<file path="src/rtl/radio_frame_receive_classifier_top_macros.svh">
// ---------------------------------------------------------------------------
// Assertion macros for the radio frame receive classifier
// Shorthand for clocked implication checks with a synchronous active-low reset.
// ---------------------------------------------------------------------------
`ifndef RADIO_FRAME_RECEIVE_CLASSIFIER_TOP_MACROS_SVH
`define RADIO_FRAME_RECEIVE_CLASSIFIER_TOP_MACROS_SVH

// Same-cycle implication: the consequent holds whenever the antecedent does.
`define RFRC_ASSERT_IMPL(label, clk, rstn, ante, cons) \
    label: assert property (@(posedge clk) disable iff (!(rstn)) (ante) |-> (cons)) \
        else $error("rfrc assertion failed");

// Next-cycle implication: the consequent holds in the cycle after the antecedent.
`define RFRC_ASSERT_NEXT(label, clk, rstn, ante, cons) \
    label: assert property (@(posedge clk) disable iff (!(rstn)) (ante) |=> (cons)) \
        else $error("rfrc assertion failed");

`endif

</file>
<file path="src/rtl/rfrc_pkg.sv">
// ---------------------------------------------------------------------------
// Radio frame receive classifier package
// Shared types, frame layout constants, verdict codes and the mod-19 helper.
// ---------------------------------------------------------------------------
package rfrc_pkg;

    // Frame length limit; bytes at or past this position are ignored.
    localparam int FRAME_LIMIT = 256;
    localparam int POS_W       = $clog2(FRAME_LIMIT + 1);

    // Byte positions within a frame.
    localparam int POS_DEST_LO   = 0;
    localparam int POS_DEST_HI   = 1;
    localparam int POS_SRC_LO    = 2;
    localparam int POS_SRC_HI    = 3;
    localparam int POS_HEADER    = 4;
    localparam int POS_CHECK     = 5;
    localparam int PAYLOAD_START = 6;

    // Header codes.
    localparam logic [7:0] HDR_ACK     = 8'hff;
    localparam logic [7:0] HDR_BCAST   = 8'haa;
    localparam logic [7:0] HDR_ASSIGN2 = 8'hfd;
    localparam logic [7:0] HDR_ASSIGN3 = 8'hfe;

    // Reset values of the address registers.
    localparam logic [15:0] PRIMARY_ID_RST = 16'hfeed;
    localparam logic [15:0] SECOND_ID_RST  = 16'hbead;
    localparam logic [15:0] THIRD_ID_RST   = 16'hcafe;
    localparam logic [7:0]  ACK_CHECK_RST  = 8'h00;

    // Payload checksum modulus and its reciprocal (27 / 2**9 ~ 1 / 19).
    localparam int SUM_MOD     = 19;
    localparam int RECIP_MUL   = 27;
    localparam int RECIP_SHIFT = 9;

    // Configuration register indexes.
    typedef enum logic [1:0] {
        CFG_PRIMARY_ID = 2'd0,
        CFG_SECOND_ID  = 2'd1,
        CFG_THIRD_ID   = 2'd2,
        CFG_ACK_CHECK  = 2'd3
    } cfg_index_t;

    // Verdict codes.
    typedef enum logic [2:0] {
        VERDICT_REJECT  = 3'd0,
        VERDICT_DATA_OK = 3'd1,
        VERDICT_ACK_OK  = 3'd2,
        VERDICT_BCAST   = 3'd3,
        VERDICT_ASSIGN2 = 3'd4,
        VERDICT_ASSIGN3 = 3'd5
    } verdict_t;

    // One received byte and its end-of-frame mark.
    typedef struct packed {
        logic [7:0] rx_byte;
        logic       frame_end;
    } in_item_t;

    // Fields gathered over one frame.
    typedef struct packed {
        logic [15:0] dest;
        logic [15:0] source;
        logic [7:0]  header;
        logic [7:0]  check;
        logic [4:0]  residue;
    } frame_fields_t;

    // Configuration register contents.
    typedef struct packed {
        logic [15:0] primary_id;
        logic [15:0] second_id;
        logic [15:0] third_id;
        logic [7:0]  ack_check;
    } cfg_regs_t;

    // Adds one byte to a running residue modulo 19. The quotient of the byte
    // by 19 comes from a reciprocal multiply, which is exact for 8-bit values.
    function automatic logic [4:0] mod19_add(input logic [4:0] residue,
                                             input logic [7:0] b);
        logic [12:0] prod;
        logic [3:0]  quot;
        logic [7:0]  rem;
        logic [5:0]  sum;
        prod = 13'(b) * 13'(RECIP_MUL);
        quot = prod[12:RECIP_SHIFT];
        rem  = b - 8'(8'(quot) * 8'(SUM_MOD));
        sum  = 6'(residue) + 6'(rem[4:0]);
        if (sum >= 6'(SUM_MOD)) begin
            sum = sum - 6'(SUM_MOD);
        end
        return sum[4:0];
    endfunction

endpackage

</file>
<file path="src/rtl/rfrc_input_stage.sv">
// ---------------------------------------------------------------------------
// Input register
// Captures one byte transaction and holds it until the parser takes it.
// ---------------------------------------------------------------------------
module rfrc_input_stage (
    input  logic              aclk,
    input  logic              aresetn,
    input  logic              s_valid,
    output logic              s_ready,
    input  rfrc_pkg::in_item_t s_item,
    input  logic              advance,
    output logic              item_valid,
    output rfrc_pkg::in_item_t item
);
    import rfrc_pkg::*;

    logic     valid_reg;
    logic     valid_next;
    in_item_t item_reg;

    // The register frees up in the same cycle that its item moves on.
    assign s_ready    = !valid_reg || advance;
    assign valid_next = (s_valid && s_ready) || (valid_reg && !advance);

    always_ff @(posedge aclk) begin
        if (!aresetn) begin
            valid_reg <= 1'b0;
        end else begin
            valid_reg <= valid_next;
        end
    end

    // Payload register.
    always_ff @(posedge aclk) begin
        if (s_valid && s_ready) begin
            item_reg <= s_item;
        end
    end

    assign item_valid = valid_reg;
    assign item       = item_reg;

endmodule

</file>
<file path="src/rtl/rfrc_frame_parser.sv">
// ---------------------------------------------------------------------------
// Frame parser
// Tracks the byte position and gathers address, header, check and payload sum.
// ---------------------------------------------------------------------------
module rfrc_frame_parser (
    input  logic                    aclk,
    input  logic                    aresetn,
    input  logic                    advance,
    input  rfrc_pkg::in_item_t      item,
    output rfrc_pkg::frame_fields_t fields_next
);
    import rfrc_pkg::*;

    logic [POS_W-1:0] pos_reg;
    logic [POS_W-1:0] pos_next;
    frame_fields_t    fields_reg;
    logic             in_payload;

    // The header gives how many payload bytes take part in the sum.
    assign in_payload = (pos_reg >= POS_W'(PAYLOAD_START)) &&
                        (16'(pos_reg - POS_W'(PAYLOAD_START)) < 16'(fields_reg.header));

    // Fold the current byte into the frame fields.
    always_comb begin
        fields_next = fields_reg;
        pos_next    = pos_reg;
        if (pos_reg < POS_W'(FRAME_LIMIT)) begin
            case (pos_reg)
                POS_W'(POS_DEST_LO): fields_next.dest[7:0]    = item.rx_byte;
                POS_W'(POS_DEST_HI): fields_next.dest[15:8]   = item.rx_byte;
                POS_W'(POS_SRC_LO):  fields_next.source[7:0]  = item.rx_byte;
                POS_W'(POS_SRC_HI):  fields_next.source[15:8] = item.rx_byte;
                POS_W'(POS_HEADER):  fields_next.header       = item.rx_byte;
                POS_W'(POS_CHECK):   fields_next.check        = item.rx_byte;
                default: begin
                    if (in_payload) begin
                        fields_next.residue = mod19_add(fields_reg.residue, item.rx_byte);
                    end
                end
            endcase
            pos_next = pos_reg + POS_W'(1);
        end
    end

    // Frame state; an end mark clears everything for the next frame.
    always_ff @(posedge aclk) begin
        if (!aresetn) begin
            pos_reg    <= '0;
            fields_reg <= '0;
        end else if (advance) begin
            if (item.frame_end) begin
                pos_reg    <= '0;
                fields_reg <= '0;
            end else begin
                pos_reg    <= pos_next;
                fields_reg <= fields_next;
            end
        end
    end

endmodule

</file>
<file path="src/rtl/rfrc_verdict.sv">
// ---------------------------------------------------------------------------
// Verdict stage
// Judges a finished frame, updates the own address and holds the result.
// ---------------------------------------------------------------------------
module rfrc_verdict (
    input  logic                    aclk,
    input  logic                    aresetn,
    input  logic                    load,
    input  rfrc_pkg::frame_fields_t fields,
    input  rfrc_pkg::cfg_regs_t     cfg,
    output logic                    m_valid,
    input  logic                    m_ready,
    output logic [2:0]              m_verdict,
    output logic [15:0]             m_peer_address,
    output logic [15:0]             m_node_address,
    output logic [15:0]             own_address
);
    import rfrc_pkg::*;

    logic        out_valid_reg;
    verdict_t    verdict_reg;
    logic [15:0] peer_reg;
    logic [15:0] node_reg;
    logic [15:0] own_reg;
    logic [15:0] own_next;
    verdict_t    verdict_next;

    // Classification of a completed frame.
    always_comb begin
        own_next     = own_reg;
        verdict_next = VERDICT_REJECT;
        if (fields.dest == own_reg) begin
            case (fields.header)
                HDR_ACK: begin
                    verdict_next = (fields.check == cfg.ack_check) ? VERDICT_ACK_OK
                                                                   : VERDICT_REJECT;
                end
                HDR_BCAST: begin
                    verdict_next = (own_reg == cfg.primary_id) ? VERDICT_BCAST
                                                               : VERDICT_REJECT;
                end
                HDR_ASSIGN2: begin
                    verdict_next = VERDICT_ASSIGN2;
                    own_next     = cfg.second_id;
                end
                HDR_ASSIGN3: begin
                    verdict_next = VERDICT_ASSIGN3;
                    own_next     = cfg.third_id;
                end
                default: begin
                    verdict_next = (8'(fields.residue) == fields.check) ? VERDICT_DATA_OK
                                                                        : VERDICT_REJECT;
                end
            endcase
        end
    end

    // Own address and result valid flag.
    always_ff @(posedge aclk) begin
        if (!aresetn) begin
            own_reg       <= PRIMARY_ID_RST;
            out_valid_reg <= 1'b0;
        end else begin
            if (load) begin
                own_reg <= own_next;
            end
            out_valid_reg <= load || (out_valid_reg && !m_ready);
        end
    end

    // Result payload register.
    always_ff @(posedge aclk) begin
        if (load) begin
            verdict_reg <= verdict_next;
            peer_reg    <= fields.source;
            node_reg    <= own_next;
        end
    end

    assign m_valid        = out_valid_reg;
    assign m_verdict      = verdict_reg;
    assign m_peer_address = peer_reg;
    assign m_node_address = node_reg;
    assign own_address    = own_reg;

endmodule

</file>
<file path="src/rtl/radio_frame_receive_classifier_top.sv">
// ---------------------------------------------------------------------------
// Radio frame receive classifier
// Parses received frame bytes and gives one verdict per frame.
// ---------------------------------------------------------------------------
// The block accepts one byte per clock cycle and gives one result transaction
// for each byte marked as frame end; other bytes give no result. A result
// becomes valid once its end byte has left the input register and the verdict
// stage has registered the result; it is held there until it is taken.
// Bytes keep flowing while a result waits; only a second frame end stalls
// until the pending result is taken.
// Configuration writes take effect at once and belong in idle periods.
module radio_frame_receive_classifier_top (
    input  logic        aclk,
    input  logic        aresetn,
    input  logic        cfg_wr_en,
    input  logic [1:0]  cfg_index,
    input  logic [15:0] cfg_wdata,
    input  logic        s_valid,
    output logic        s_ready,
    input  logic [7:0]  s_rx_byte,
    input  logic        s_frame_end,
    output logic        m_valid,
    input  logic        m_ready,
    output logic [2:0]  m_verdict,
    output logic [15:0] m_peer_address,
    output logic [15:0] m_node_address
);
    import rfrc_pkg::*;

    `include "radio_frame_receive_classifier_top_macros.svh"

    cfg_regs_t     cfg_reg;
    in_item_t      s_item;
    in_item_t      item;
    logic          item_valid;
    logic          advance;
    logic          load;
    frame_fields_t fields_next;
    logic [15:0]   own_address;

    // Configuration registers.
    always_ff @(posedge aclk) begin
        if (!aresetn) begin
            cfg_reg.primary_id <= PRIMARY_ID_RST;
            cfg_reg.second_id  <= SECOND_ID_RST;
            cfg_reg.third_id   <= THIRD_ID_RST;
            cfg_reg.ack_check  <= ACK_CHECK_RST;
        end else if (cfg_wr_en) begin
            case (cfg_index_t'(cfg_index))
                CFG_PRIMARY_ID: cfg_reg.primary_id <= cfg_wdata;
                CFG_SECOND_ID:  cfg_reg.second_id  <= cfg_wdata;
                CFG_THIRD_ID:   cfg_reg.third_id   <= cfg_wdata;
                CFG_ACK_CHECK:  cfg_reg.ack_check  <= cfg_wdata[7:0];
                default: ;
            endcase
        end
    end

    // A byte moves on unless it ends a frame while a result is still pending.
    assign advance = item_valid && (!item.frame_end || !m_valid || m_ready);
    assign load    = advance && item.frame_end;

    assign s_item.rx_byte   = s_rx_byte;
    assign s_item.frame_end = s_frame_end;

    rfrc_input_stage u_input (
        .aclk       (aclk),
        .aresetn    (aresetn),
        .s_valid    (s_valid),
        .s_ready    (s_ready),
        .s_item     (s_item),
        .advance    (advance),
        .item_valid (item_valid),
        .item       (item)
    );

    rfrc_frame_parser u_parser (
        .aclk        (aclk),
        .aresetn     (aresetn),
        .advance     (advance),
        .item        (item),
        .fields_next (fields_next)
    );

    rfrc_verdict u_verdict (
        .aclk           (aclk),
        .aresetn        (aresetn),
        .load           (load),
        .fields         (fields_next),
        .cfg            (cfg_reg),
        .m_valid        (m_valid),
        .m_ready        (m_ready),
        .m_verdict      (m_verdict),
        .m_peer_address (m_peer_address),
        .m_node_address (m_node_address),
        .own_address    (own_address)
    );

    // A frame end that moves on always leaves a result behind.
    `RFRC_ASSERT_NEXT(a_end_gives_result, aclk, aresetn, load, m_valid)
    // A pending result is never overwritten by the next frame end.
    `RFRC_ASSERT_IMPL(a_no_overwrite, aclk, aresetn, m_valid && !m_ready, !load)
    // The own address only changes when a frame is judged.
    `RFRC_ASSERT_NEXT(a_own_addr_hold, aclk, aresetn, !load, $stable(own_address))

endmodule
</file>
<file path="config.mk">
export PLATFORM = sky130hd
export DESIGN_NAME = radio_frame_receive_classifier_top
export DESIGN_NICKNAME = d
export VERILOG_FILES = /design/src/rtl/rfrc_pkg.sv /design/src/rtl/rfrc_input_stage.sv /design/src/rtl/rfrc_frame_parser.sv /design/src/rtl/rfrc_verdict.sv /design/src/rtl/radio_frame_receive_classifier_top.sv
export VERILOG_INCLUDE_DIRS = /design/src /design/src/rtl
export SDC_FILE = /design/constraint.sdc
export NUM_CORES = 1
export LEC_CHECK = 0
export BUFFER_PORTS_ARGS = -buffer_cell sky130_fd_sc_hd__clkbuf_2
export CORE_ASPECT_RATIO = 0.75
export CORE_UTILIZATION = 45
export CTS_CLUSTER_SIZE = 16
export DETAILED_ROUTE_END_ITERATION = 8
export GPL_TIMING_DRIVEN = 0
export PLACE_DENSITY = 0.62
export SETUP_SLACK_MARGIN = 0.4
export SLEW_MARGIN = 20
export SYNTH_ARGS = -nofsm -noshare
export SYNTH_HDL_FRONTEND = slang
export SYNTH_SLANG_ARGS = --single-unit
</file>
<file path="constraint.sdc">
create_clock -name aclk -period 14.5 [get_ports aclk]
set_clock_uncertainty 0.15 [all_clocks]
set_input_delay 0.725 -clock aclk [delete_from_list [all_inputs] [get_ports aclk]]
set_output_delay 0.725 -clock aclk [all_outputs]
set_load 0.05 [all_outputs]
</file>
==> run_summary.xml, run 1 <==
<?xml version="1.0" encoding="UTF-8"?>
<metrics>
  <group name="global_route">
    <metric name="grt_start_max_net_pins" unit="">22</metric>
    <metric name="groute.usage.overall" unit="%">25.9</metric>
    <metric name="via_count_of_the_first_global_routing_pass" unit="">7455</metric>
    <metric name="grt_antenna_before_repair" unit="">0</metric>
    <metric name="grt.overflow.total" unit="">0</metric>
    <metric name="grt_pass1_wl" unit="µm">42800</metric>
  </group>
  <group name="synthesis">
    <metric name="synth_largest_area_cell" unit="">sky130_fd_sc_hd__dfxtp_1</metric>
    <metric name="ys.flop_type" unit="">sky130_fd_sc_hd__dfxtp_1</metric>
    <metric name="synth.yosys.warnings" unit="">0</metric>
    <metric name="synth-async-reset-ratio" unit="%">0</metric>
    <metric name="synth-seq-cells" unit="">180</metric>
    <metric name="seq_area_frac_synth" unit="%">42.0</metric>
    <metric name="syn-mean-instance-area" unit="µm²">9.10</metric>
    <metric name="synthCells" unit="">1059</metric>
    <metric name="mappedNetlistArea" unit="µm²">9640</metric>
    <metric name="distinct_cell_type_count_of_the_synthesized_netlist" unit="">69</metric>
    <metric name="synthDominantCellAreaShare" unit="%">28.3</metric>
    <metric name="synth_fp_nets" unit="">1158</metric>
    <metric name="netlist_top_cells_area" unit="">sky130_fd_sc_hd__dfxtp_1 (28%), sky130_fd_sc_hd__edfxtp_1 (14%), sky130_fd_sc_hd__ha_1 (7.3%), sky130_fd_sc_hd__a22oi_1 (5.4%), sky130_fd_sc_hd__nand2_1 (5.1%)</metric>
    <metric name="synth_enable_flop_cells" unit="">44</metric>
  </group>
  <group name="floorplanning">
    <metric name="floorplan.die.height" unit="µm">129</metric>
    <metric name="fp.dieArea" unit="µm²">22000</metric>
    <metric name="fp.dieW" unit="µm">171</metric>
    <metric name="core_region_area" unit="µm²">20600</metric>
    <metric name="floorplan.initialDensity" unit="%">46.8</metric>
    <metric name="top_level_ports" unit="">69</metric>
    <metric name="floorplan.rows" unit="">45</metric>
  </group>
  <group name="clock_network">
    <metric name="cts.sink_count" unit="">180</metric>
    <metric name="cts_made_buffers" unit="">17</metric>
    <metric name="post_cts.repair.setup_buffers" unit="">0</metric>
    <metric name="latest_clock_arrival_within_the_worst_skew_pair" unit="ns">0.45</metric>
    <metric name="cts.hold.buffers_added" unit="">0</metric>
    <metric name="clk_root_buffer_cell" unit="">sky130_fd_sc_hd__clkbuf_16</metric>
    <metric name="clock_path_buffers" unit="">2</metric>
    <metric name="cts-resized-gates" unit="">0</metric>
    <metric name="tritoncts" unit="">yes</metric>
    <metric name="clkTransAtPathRegs" unit="ns">0.07</metric>
    <metric name="cts_max_level" unit="">4</metric>
  </group>
  <group name="power">
    <metric name="vdd_ir_drop_max" unit="mV">0.288</metric>
    <metric name="leakage" unit="nW">4.46</metric>
    <metric name="cellPowerDensity" unit="nW/µm²">187</metric>
  </group>
  <group name="drt">
    <metric name="viasPerCell" unit="">5.79</metric>
    <metric name="drc_errors" unit="">0</metric>
    <metric name="drt.antenna.violating_nets" unit="">0</metric>
    <metric name="drtPass1Iterations" unit="">6</metric>
    <metric name="drtIter0Drc" unit="">986</metric>
    <metric name="drt-wirelength-per-cell" unit="µm">19.2</metric>
    <metric name="wl" unit="µm">27600</metric>
    <metric name="via_count" unit="">8338</metric>
  </group>
  <group name="finish">
    <metric name="diodes" unit="">0</metric>
    <metric name="area_added_between_synthesis_and_finish" unit="%">13.3</metric>
    <metric name="final_nets" unit="">1244</metric>
    <metric name="fraction_of_final_layout_cells_with_drive_strength_greater_than_1" unit="%">11.3</metric>
    <metric name="max_reg_flops" unit="">56</metric>
  </group>
  <group name="sta">
    <metric name="fraction_of_the_cycle_the_final_worst_path_needs" unit="%">57.2</metric>
    <metric name="setup_viol_count_final" unit="">0</metric>
    <metric name="max_slew.worst_pin.slew" unit="ns">1.01</metric>
    <metric name="fmax" unit="MHz">121</metric>
    <metric name="grt_setup_unrepaired" unit="">no</metric>
    <metric name="fin_crit" unit="ns">8.30</metric>
    <metric name="whs" unit="ns">0.303</metric>
    <metric name="maxSlewViolCount" unit="">0</metric>
    <metric name="slew_headroom" unit="%">32.2</metric>
    <metric name="fin_setup_tns" unit="ns">0</metric>
    <metric name="finalHoldViolations" unit="">0</metric>
  </group>
  <group name="placed_design">
    <metric name="placement.io_buffers" unit="">66</metric>
    <metric name="hpwlAfterDp" unit="µm">20600</metric>
    <metric name="place_congestion" unit="">0.895</metric>
  </group>
  <group name="run">
    <metric name="drv_cap" unit="">0</metric>
  </group>
  <group name="run_status">
    <metric name="run_status" unit="">finished clean</metric>
  </group>
  <group name="worst_setup_path">
    <metric name="critical_path_arrival" unit="ns">8.38</metric>
    <metric name="r2r_slack" unit="ns">6.20</metric>
    <metric name="crit_path_max_incr_delay" unit="ns">0.63</metric>
    <metric name="critPathSlowestCell" unit="">sky130_fd_sc_hd__fa_1</metric>
    <metric name="worst-setup-path-type" unit="">flip-flop to flip-flop</metric>
    <metric name="path_common_cell" unit="">sky130_fd_sc_hd__ha_1</metric>
    <metric name="startpoint_type" unit="">flip-flop</metric>
    <metric name="worst_setup_path_end_kind" unit="">flip-flop</metric>
    <metric name="cp_data_required_time" unit="ns">14.58</metric>
    <metric name="worst-path-max-fanout" unit="">9</metric>
  </group>
  <group name="hold_path">
    <metric name="worst_hold_path_type" unit="">primary input to flip-flop</metric>
  </group>
</metrics>
[worst max-delay path: cells and delay by family (launching register included)]
family / cells / cell delay, ns
simple gates: 5 / 0.76
buf+inv: 4 / 1.02
compound gates: 8 / 2.11
xor+xnor: 3 / 0.54
mux: 1 / 0.44
fa+ha+maj: 7 / 2.66
flops: 1 / 0.41
[cell usage in the layout (no fill, tap or decap), types with 4 or more instances in the layout]
cell type	count
sky130_fd_sc_hd__clkbuf_16	17
sky130_fd_sc_hd__a21o_1	8
sky130_fd_sc_hd__o211ai_1	8
sky130_fd_sc_hd__o21ai_0	40
sky130_fd_sc_hd__dfxtp_1	136
sky130_fd_sc_hd__nor2b_1	8
sky130_fd_sc_hd__a211oi_1	4
sky130_fd_sc_hd__o2bb2ai_1	17
sky130_fd_sc_hd__nor4_1	7
sky130_fd_sc_hd__inv_8	5
sky130_fd_sc_hd__ha_1	56
sky130_fd_sc_hd__xnor2_1	46
sky130_fd_sc_hd__nand2b_1	7
sky130_fd_sc_hd__xor2_1	25
sky130_fd_sc_hd__buf_2	6
sky130_fd_sc_hd__mux2i_1	15
sky130_fd_sc_hd__nor3_1	12
sky130_fd_sc_hd__and3_1	9
sky130_fd_sc_hd__nor2_1	98
sky130_fd_sc_hd__or4_1	5
sky130_fd_sc_hd__nand3_1	50
sky130_fd_sc_hd__o221ai_1	7
sky130_fd_sc_hd__nor3b_1	4
sky130_fd_sc_hd__nand4_1	10
sky130_fd_sc_hd__nand2_1	130
sky130_fd_sc_hd__o21ai_1	5
sky130_fd_sc_hd__a31oi_1	4
sky130_fd_sc_hd__edfxtp_1	44
sky130_fd_sc_hd__inv_1	54
sky130_fd_sc_hd__fa_1	11
sky130_fd_sc_hd__a22oi_1	69
sky130_fd_sc_hd__clkbuf_2	66
sky130_fd_sc_hd__clkbuf_1	48
sky130_fd_sc_hd__o22ai_1	6
sky130_fd_sc_hd__mux2_2	8
sky130_fd_sc_hd__a21oi_1	46
[kinds of logic after synthesis]
family | synth area share (%)
flip-flops | 42.0
multiplexers | 2.49
AND/OR/NAND/NOR | 17.9
buffers and inverters | 4.67
XOR/XNOR | 6.69
adder cells (fa/ha/maj) | 9.56
AO/OA/AOI/OAI | 16.7
[synth_stat cells (all sizes together), types with 15 or more instances]
cell type  instances
a21oi             46
o21ai             45
mux2i             15
nor2              99
edfxtp            44
xor2              25
inv               56
ha                56
dfxtp            136
xnor2             46
clkbuf            48
nand2            131
a22oi             69
nand3             50
o2bb2ai           17
[worst paths after layout]
kind | endpoint | startpoint | cells past startpoint
setup / recovery | u_verdict.m_verdict[0]$_SDFFCE_PP0P_ | u_input.item[8]$_DFFE_PP_ | 28
hold / removal | u_input.item[6]$_DFFE_PP_ | s_rx_byte[5] | 1
setup reg to reg | u_verdict.m_verdict[0]$_SDFFCE_PP0P_ | u_input.item[8]$_DFFE_PP_ | 28
hold reg to reg | cfg_reg[21]$_SDFFE_PN0P_ | cfg_reg[21]$_SDFFE_PN0P_ | 2
[per-stage QoR]
step | setup slack [ns] | util [%] | std cells | power, mW | area (µm²)
6_report | 6.20 | 53.0 | 1440 | 2.04 | 10900
5_1_grt | 5.78 | 53.0 | 1440 | 2.16 | 10900
4_1_cts | 6.25 | 53.0 | 1440 | 2.02 | 10900
3_5_place_dp | 6.33 | 50.2 | 1408 | 1.56 | 10300
3_3_place_gp | 6.41 | 50.1 | 1407 | 1.54 | 10300
2_1_floorplan | 7.32 | - | 1059 | 1.38 | 9640
[routing by layer]
layer  vias up  wire length [µm]  global-route usage (%)  share of wire, %
met4         0               297                    5.46               1.1
li1       3947                 -                       -                 -
met2       317             11100                    34.9                40
met5         -                 0                       0                 0
met3        24              2340                    6.77               8.5
met1      4050             13900                    40.6                50
[layout make-up]
type | instances | area, µm²
tap | 282 | 353
clock buffer | 18 | 439
buffer | 57 | 236
inverter | 57 | 214
multi-input combinational | 765 | 5140
clock inverter | 14 | 135
timing repair buffer | 67 | 358
fill | 1952 | 9690
sequential | 180 | 4040
[report_power, final]
group / switching [mW] / internal, mW
Clock: 0.229 / 0.233
Combinational: 0.555 / 0.487
Sequential: 0.00944 / 0.524
Total: 0.793 / 1.24
Note: power is estimated with default switching activity, not from simulation.
==> run 2: changes to the inputs <==
- ABC_AREA: not set -> 1
- PLACE_DENSITY: 0.62 -> 0.65
- clock period: 14.5 -> 7.6 ns (I/O delays scaled with it)
==> run_summary.xml, run 2 <==
<?xml version="1.0" encoding="UTF-8"?>
<metrics>
  <group name="run_status">
    <metric name="run_status" unit="">finished clean</metric>
  </group>
  <group name="synthesis">
    <metric name="netlist_top_cells_area" unit="">sky130_fd_sc_hd__dfxtp_1 (26%), sky130_fd_sc_hd__nand2_1 (16%), sky130_fd_sc_hd__edfxtp_1 (13%), sky130_fd_sc_hd__ha_1 (6.8%), sky130_fd_sc_hd__inv_1 (6.0%)</metric>
    <metric name="mux_share_of_post_synthesis_cell_area" unit="%">0</metric>
    <metric name="distinct_cell_type_count_of_the_synthesized_netlist" unit="">41</metric>
    <metric name="synth-seq-cells" unit="">180</metric>
    <metric name="synthTopCellsByCount" unit="">sky130_fd_sc_hd__nand2_1 (438), sky130_fd_sc_hd__inv_1 (166), sky130_fd_sc_hd__dfxtp_1 (136), sky130_fd_sc_hd__nand3_1 (111), sky130_fd_sc_hd__a21oi_1 (87)</metric>
    <metric name="synth_fa_ha_area_share" unit="%">8.92</metric>
    <metric name="seq_area_frac_synth" unit="%">39.2</metric>
    <metric name="synth_largest_area_cell" unit="">sky130_fd_sc_hd__dfxtp_1</metric>
    <metric name="synthCells" unit="">1398</metric>
    <metric name="ys.flop_type" unit="">sky130_fd_sc_hd__dfxtp_1</metric>
    <metric name="synth_simple_gate_area_share" unit="%">29.1</metric>
    <metric name="post_synthesis_share_of_cell_area_spent_on_xor_and_xnor_gates" unit="%">3.90</metric>
    <metric name="mappedNetlistArea" unit="µm²">10300</metric>
    <metric name="main_combinational_cell_family_by_area_after_synthesis" unit="">simple AND/OR/NAND/NOR gates</metric>
    <metric name="synth_compound_gate_area_share" unit="%">10.4</metric>
    <metric name="synth-async-reset-ratio" unit="%">0</metric>
    <metric name="post-synth-top-count-cell" unit="">sky130_fd_sc_hd__nand2_1</metric>
    <metric name="synth_enable_flop_cells" unit="">44</metric>
    <metric name="synth_fp_nets" unit="">1497</metric>
    <metric name="synth.yosys.warnings" unit="">0</metric>
    <metric name="syn-mean-instance-area" unit="µm²">7.38</metric>
    <metric name="synthDominantCellAreaShare" unit="%">26.4</metric>
  </group>
  <group name="drt">
    <metric name="viasPerCell" unit="">5.26</metric>
    <metric name="drtPass1Iterations" unit="">6</metric>
    <metric name="drt.antenna.violating_nets" unit="">0</metric>
    <metric name="via_count" unit="">9560</metric>
    <metric name="drt-wirelength-per-cell" unit="µm">16.6</metric>
    <metric name="wl" unit="µm">30200</metric>
    <metric name="drtIter0Drc" unit="">1023</metric>
    <metric name="drc_errors" unit="">0</metric>
  </group>
  <group name="global_route">
    <metric name="use_met2" unit="%">35.8</metric>
    <metric name="grt_start_max_net_pins" unit="">20</metric>
    <metric name="top_usage_layer" unit="">met1</metric>
    <metric name="grt_util_met1" unit="%">40.8</metric>
    <metric name="grt.overflow.total" unit="">0</metric>
    <metric name="grt_pass1_wl" unit="µm">46600</metric>
    <metric name="grt_use_met3" unit="%">5.51</metric>
    <metric name="via_count_of_the_first_global_routing_pass" unit="">8397</metric>
    <metric name="grt_antenna_before_repair" unit="">0</metric>
    <metric name="groute.usage.overall" unit="%">26.1</metric>
  </group>
  <group name="floorplanning">
    <metric name="fp.dieW" unit="µm">177</metric>
    <metric name="floorplan.initialDensity" unit="%">46.3</metric>
    <metric name="floorplan.die.height" unit="µm">133</metric>
    <metric name="floorplan.rows" unit="">47</metric>
    <metric name="core_region_area" unit="µm²">22300</metric>
    <metric name="top_level_ports" unit="">69</metric>
    <metric name="fp.dieArea" unit="µm²">23600</metric>
  </group>
  <group name="worst_setup_path">
    <metric name="rr_worst_depth" unit="">38</metric>
    <metric name="worst-setup-path-type" unit="">flip-flop to flip-flop</metric>
    <metric name="startpoint_type" unit="">flip-flop</metric>
    <metric name="cp_data_required_time" unit="ns">7.74</metric>
    <metric name="critical_path_arrival" unit="ns">7.10</metric>
    <metric name="critPathSlowestCell" unit="">sky130_fd_sc_hd__fa_1</metric>
    <metric name="worst-path-max-fanout" unit="">7</metric>
    <metric name="worst_setup_path_end_kind" unit="">flip-flop</metric>
    <metric name="crit_path_max_incr_delay" unit="ns">0.51</metric>
    <metric name="path_common_cell" unit="">sky130_fd_sc_hd__nand2_1</metric>
  </group>
  <group name="clock_network">
    <metric name="tritoncts" unit="">yes</metric>
    <metric name="clk_root_buffer_cell" unit="">sky130_fd_sc_hd__clkbuf_16</metric>
    <metric name="cts_max_level" unit="">4</metric>
    <metric name="latest_clock_arrival_within_the_worst_skew_pair" unit="ns">0.44</metric>
    <metric name="clkTransAtPathRegs" unit="ns">0.07</metric>
    <metric name="cts.sink_count" unit="">180</metric>
    <metric name="cts_made_buffers" unit="">17</metric>
    <metric name="clock_path_buffers" unit="">2</metric>
  </group>
  <group name="sta">
    <metric name="setup_viol_count_final" unit="">0</metric>
    <metric name="max_slew.worst_pin.slew" unit="ns">0.686</metric>
    <metric name="fraction_of_the_cycle_the_final_worst_path_needs" unit="%">91.5</metric>
    <metric name="whs" unit="ns">0.0237</metric>
    <metric name="finalHoldViolations" unit="">0</metric>
    <metric name="slew_headroom" unit="%">54.0</metric>
    <metric name="fmax" unit="MHz">144</metric>
    <metric name="maxSlewViolCount" unit="">0</metric>
    <metric name="fin_crit" unit="ns">6.96</metric>
    <metric name="setup_ws" unit="ns">0.643</metric>
    <metric name="grt_setup_unrepaired" unit="">no</metric>
  </group>
  <group name="finish">
    <metric name="diodes" unit="">0</metric>
    <metric name="max_reg_flops" unit="">56</metric>
    <metric name="final.fill_count" unit="">2107</metric>
    <metric name="final_common_cell" unit="">sky130_fd_sc_hd__nand2_1</metric>
    <metric name="final_cell_mix" unit="">sky130_fd_sc_hd__nand2_1 (429), sky130_fd_sc_hd__inv_1 (164), sky130_fd_sc_hd__dfxtp_1 (136)</metric>
    <metric name="area_added_between_synthesis_and_finish" unit="%">17.3</metric>
    <metric name="final_nets" unit="">1611</metric>
    <metric name="fraction_of_final_layout_cells_with_drive_strength_greater_than_1" unit="%">15.1</metric>
  </group>
  <group name="placed_design">
    <metric name="preCtsSetupSlack" unit="ns">-0.0712</metric>
    <metric name="place_congestion" unit="">0.940</metric>
    <metric name="placement.io_buffers" unit="">68</metric>
    <metric name="hpwlAfterDp" unit="µm">22100</metric>
  </group>
  <group name="run">
    <metric name="drv_cap" unit="">0</metric>
  </group>
  <group name="power">
    <metric name="leakage" unit="nW">5.45</metric>
    <metric name="cellPowerDensity" unit="nW/µm²">295</metric>
    <metric name="vdd_ir_drop_max" unit="mV">0.393</metric>
  </group>
  <group name="hold_path">
    <metric name="count_of_cells_along_the_worst_hold_path" unit="">3</metric>
    <metric name="worst_hold_path_type" unit="">primary input to flip-flop</metric>
  </group>
</metrics>
[run 2: cell types whose count changed in the layout (fill, tap and decap cells not counted), moves of 15 or more]
cell	delta
sky130_fd_sc_hd__nand3_1	+59
sky130_fd_sc_hd__o21ai_0	+19
sky130_fd_sc_hd__buf_4	+16
sky130_fd_sc_hd__xnor2_1	-33
sky130_fd_sc_hd__nand2_2	+20
sky130_fd_sc_hd__nand2_1	+299
sky130_fd_sc_hd__inv_1	+110
sky130_fd_sc_hd__a21oi_1	+35
sky130_fd_sc_hd__a22oi_1	-69
sky130_fd_sc_hd__nor2_1	-29
sky130_fd_sc_hd__o2bb2ai_1	-17
sky130_fd_sc_hd__mux2i_1	-15
[run 2: timing repair]
| action | 4_1_cts | 5_1_grt |
|---|---|---|
| buffers inserted | 11 | 6 |
| hold buffers | 9 | 0 |
| setup endpoints to repair | 2 | 4 |
| gates resized for setup | 5 | 41 |
| hold endpoints to repair | 9 | 0 |
| pin swaps | 1 | 22 |
[run 2: final timing paths]
| check | start | end | slack [ns] |
|---|---|---|---|
| min | s_valid | u_input.item_valid$_SDFF_PN0_ | 0.02 |
| max reg2reg | u_input.item[2]$_DFFE_PP_ | u_verdict.m_verdict[0]$_SDFFCE_PP0P_ | 0.64 |
| max | u_input.item[2]$_DFFE_PP_ | u_verdict.m_verdict[0]$_SDFFCE_PP0P_ | 0.64 |
| min reg2reg | cfg_reg[28]$_SDFFE_PN0P_ | cfg_reg[28]$_SDFFE_PN0P_ | 0.30 |
[run 2: area by class of cell]
type,instances,area [µm²],share of cell area [%]
inverter,171,642,5.30
multi-input combinational,1000,5620,46.5
clock inverter,12,130,1.07
buffer,47,243,2.01
sequential,180,4040,33.4
timing repair buffer,95,597,4.93
clock buffer,20,458,3.78
tap,294,368,3.04
[run 2: kinds of logic (layout without fill, tap and decap cells)]
group	Yosys count	count (layout)
adder cells (fa/ha/maj)	67	67
XOR/XNOR	46	46
flip-flops	180	180
AO/OA/AOI/OAI	194	194
AND/OR/NAND/NOR	693	693
buffers and inverters	218	345
[run 2: through the flow]
step	power (mW)	setup TNS, ns	util, %	cell area (µm²)	cells
after floorplan	2.10	0	-	10300	1398
after global placement	2.31	0	49.5	11000	1760
after detailed placement	2.35	-0.0712	49.6	11100	1761
after CTS	3.29	0	53.1	11800	1813
after global routing	3.84	0	54.3	12100	1819
final	3.58	0	54.3	12100	1819
[run 2: report_power, final]
| part | switching [mW] | internal, mW | total, mW |
|---|---|---|---|
| Sequential | 0.0172 | 1.00 | 1.02 |
| Clock | 0.401 | 0.504 | 0.905 |
| Combinational | 0.970 | 0.682 | 1.65 |
| Total | 1.39 | 2.19 | 3.58 |
[run 2: per-layer routing]
layer | share of wire, % | up-vias
li1 | - | 4725
met1 | 49 | 4450
met2 | 41 | 355
met3 | 9.2 | 30
met4 | 1.3 | 0
met5 | 0 | -
[run 2: critical path, delay by kind of cell (launching register included)]
kind            cells  cell delay, ns
compound gates      7            0.80
xor+xnor            2            0.31
fa+ha+maj           8            2.84
buf+inv             5            0.44
flops               1            0.50
simple gates       16            1.77
==> run 3: changes to the inputs <==
- ABC_AREA: 1 -> not set
==> run_summary.xml, run 3 (same netlist as run 1, synthesis figures left out) <==
<?xml version="1.0" encoding="UTF-8"?>
<metrics>
  <group name="run_status">
    <metric name="run_status" unit="">finished clean</metric>
  </group>
  <group name="sta">
    <metric name="maxSlewViolCount" unit="">0</metric>
    <metric name="finalHoldViolations" unit="">0</metric>
    <metric name="fmax" unit="MHz">143</metric>
    <metric name="whs" unit="ns">0.0393</metric>
    <metric name="grt_setup_unrepaired" unit="">no</metric>
    <metric name="setup_viol_count_final" unit="">0</metric>
    <metric name="fraction_of_the_cycle_the_final_worst_path_needs" unit="%">91.8</metric>
    <metric name="fin_crit" unit="ns">6.98</metric>
    <metric name="max_slew.worst_pin.slew" unit="ns">0.993</metric>
    <metric name="slew_headroom" unit="%">33.5</metric>
    <metric name="setup_ws" unit="ns">0.623</metric>
    <metric name="fin_setup_tns" unit="ns">0</metric>
  </group>
  <group name="finish">
    <metric name="diodes" unit="">0</metric>
    <metric name="final_common_cell" unit="">sky130_fd_sc_hd__dfxtp_1</metric>
    <metric name="final_nets" unit="">1276</metric>
    <metric name="final_cell_mix" unit="">sky130_fd_sc_hd__dfxtp_1 (136), sky130_fd_sc_hd__nand2_1 (128), sky130_fd_sc_hd__nor2_1 (96)</metric>
    <metric name="area_added_between_synthesis_and_finish" unit="%">20.0</metric>
    <metric name="fraction_of_final_layout_cells_with_drive_strength_greater_than_1" unit="%">17.2</metric>
    <metric name="final_core_util" unit="%">56.1</metric>
    <metric name="max_reg_flops" unit="">56</metric>
    <metric name="final.fill_count" unit="">1861</metric>
  </group>
  <group name="placed_design">
    <metric name="place_congestion" unit="">0.934</metric>
    <metric name="placement.io_buffers" unit="">66</metric>
    <metric name="hpwlAfterDp" unit="µm">20000</metric>
    <metric name="preCtsSetupSlack" unit="ns">-0.497</metric>
  </group>
  <group name="floorplanning">
    <metric name="fp.dieArea" unit="µm²">22000</metric>
    <metric name="core_region_area" unit="µm²">20600</metric>
    <metric name="top_level_ports" unit="">69</metric>
    <metric name="floorplan.die.height" unit="µm">129</metric>
    <metric name="floorplan.initialDensity" unit="%">46.8</metric>
    <metric name="floorplan.rows" unit="">45</metric>
    <metric name="fp.dieW" unit="µm">171</metric>
  </group>
  <group name="hold_path">
    <metric name="worst_hold_path_type" unit="">primary input to flip-flop</metric>
    <metric name="count_of_cells_along_the_worst_hold_path" unit="">3</metric>
  </group>
  <group name="drt">
    <metric name="drt-wirelength-per-cell" unit="µm">19.2</metric>
    <metric name="drtIter0Drc" unit="">788</metric>
    <metric name="drt.antenna.violating_nets" unit="">0</metric>
    <metric name="via_count" unit="">8464</metric>
    <metric name="drc_errors" unit="">0</metric>
    <metric name="viasPerCell" unit="">5.75</metric>
    <metric name="wl" unit="µm">28300</metric>
    <metric name="drtPass1Iterations" unit="">5</metric>
  </group>
  <group name="clock_network">
    <metric name="clk_root_buffer_cell" unit="">sky130_fd_sc_hd__clkbuf_16</metric>
    <metric name="clkTransAtPathRegs" unit="ns">0.07</metric>
    <metric name="cts.sink_count" unit="">180</metric>
    <metric name="latest_clock_arrival_within_the_worst_skew_pair" unit="ns">0.44</metric>
    <metric name="tritoncts" unit="">yes</metric>
    <metric name="cts_made_buffers" unit="">17</metric>
    <metric name="cts_max_level" unit="">4</metric>
    <metric name="clock_path_buffers" unit="">2</metric>
  </group>
  <group name="global_route">
    <metric name="grt_antenna_before_repair" unit="">0</metric>
    <metric name="via_count_of_the_first_global_routing_pass" unit="">7646</metric>
    <metric name="grt.overflow.total" unit="">0</metric>
    <metric name="grt_start_max_net_pins" unit="">22</metric>
    <metric name="groute.usage.overall" unit="%">25.9</metric>
    <metric name="grt_pass1_wl" unit="µm">43200</metric>
  </group>
  <group name="worst_setup_path">
    <metric name="rr_worst_depth" unit="">28</metric>
    <metric name="critical_path_arrival" unit="ns">7.07</metric>
    <metric name="worst_setup_path_end_kind" unit="">flip-flop</metric>
    <metric name="crit_path_max_incr_delay" unit="ns">0.46</metric>
    <metric name="startpoint_type" unit="">flip-flop</metric>
    <metric name="worst-setup-path-type" unit="">flip-flop to flip-flop</metric>
    <metric name="worst-path-max-fanout" unit="">5</metric>
    <metric name="critPathSlowestCell" unit="">sky130_fd_sc_hd__fa_1</metric>
    <metric name="cp_data_required_time" unit="ns">7.69</metric>
    <metric name="path_common_cell" unit="">sky130_fd_sc_hd__ha_1</metric>
  </group>
  <group name="run">
    <metric name="drv_cap" unit="">0</metric>
  </group>
  <group name="power">
    <metric name="cellPowerDensity" unit="nW/µm²">428</metric>
    <metric name="vdd_ir_drop_max" unit="mV">0.669</metric>
    <metric name="leakage" unit="nW">4.65</metric>
    <metric name="fin_total_pwr" unit="mW">4.95</metric>
  </group>
</metrics>
==> run 3: metal layers <==
layer	global-route usage (%)	wire, µm	up-vias
met1	40.5	13800	4074
met3	5.23	2430	30
met4	6.57	376	0
met5	0	0	-
met2	35.5	11700	354
li1	-	-	4006
==> run 3: layout make-up <==
cell class,count,area [µm²],area share (%)
Clock inverter,14,140,1.21
Multi-Input combinational cell,765,5500,47.5
Clock buffer,18,439,3.80
Tap cell,282,353,3.05
Inverter,57,218,1.88
Sequential cell,180,4040,35.0
Buffer,57,241,2.09
Timing Repair Buffer,99,632,5.46
==> run 3: worst paths after layout <==
check / from / slack, ns / to
min reg2reg: cfg_reg[21]$_SDFFE_PN0P_ / 0.31 / cfg_reg[21]$_SDFFE_PN0P_
max reg2reg: u_input.item[2]$_DFFE_PP_ / 0.62 / u_verdict.m_verdict[0]$_SDFFCE_PP0P_
min: cfg_wdata[8] / 0.04 / cfg_reg[16]$_SDFFE_PN0P_
max: u_input.item[2]$_DFFE_PP_ / 0.62 / u_verdict.m_verdict[0]$_SDFFCE_PP0P_
==> run 3: per-stage QoR <==
step                area, µm²  std cells
finish                  11600       1472
global route            11600       1472
CTS                     11200       1466
detailed placement      10300       1408
global placement        10300       1407
floorplan                9640       1059
==> run 3: where the power goes <==
group	switching, mW	total (mW)	internal, mW
clock network	0.415	0.888	0.473
registers	0.0151	1.02	1.00
logic	1.52	3.05	1.52
total	1.95	4.95	3.00
==> run 3: timing repair <==
| item | 4_1_cts | 5_1_grt |
|---|---|---|
| hold buffers | 9 | 0 |
| setup buffers | 17 | 6 |
| pin swaps | 5 | 30 |
| gates resized for setup | 18 | 52 |
| setup endpoints to repair | 4 | 1 |
| hold endpoints to repair | 9 | 0 |
==> run 3: critical path, delay by kind of cell (launching register included) <==
| kind | cells | cell delay [ns] |
|---|---|---|
| multiplexers | 1 | 0.34 |
| AND/OR/NAND/NOR | 3 | 0.65 |
| AO/OA/AOI/OAI | 10 | 1.84 |
| XOR/XNOR | 3 | 0.43 |
| adder cells (fa/ha/maj) | 8 | 2.58 |
| buffers and inverters | 3 | 0.36 |
| flip-flops | 1 | 0.44 |
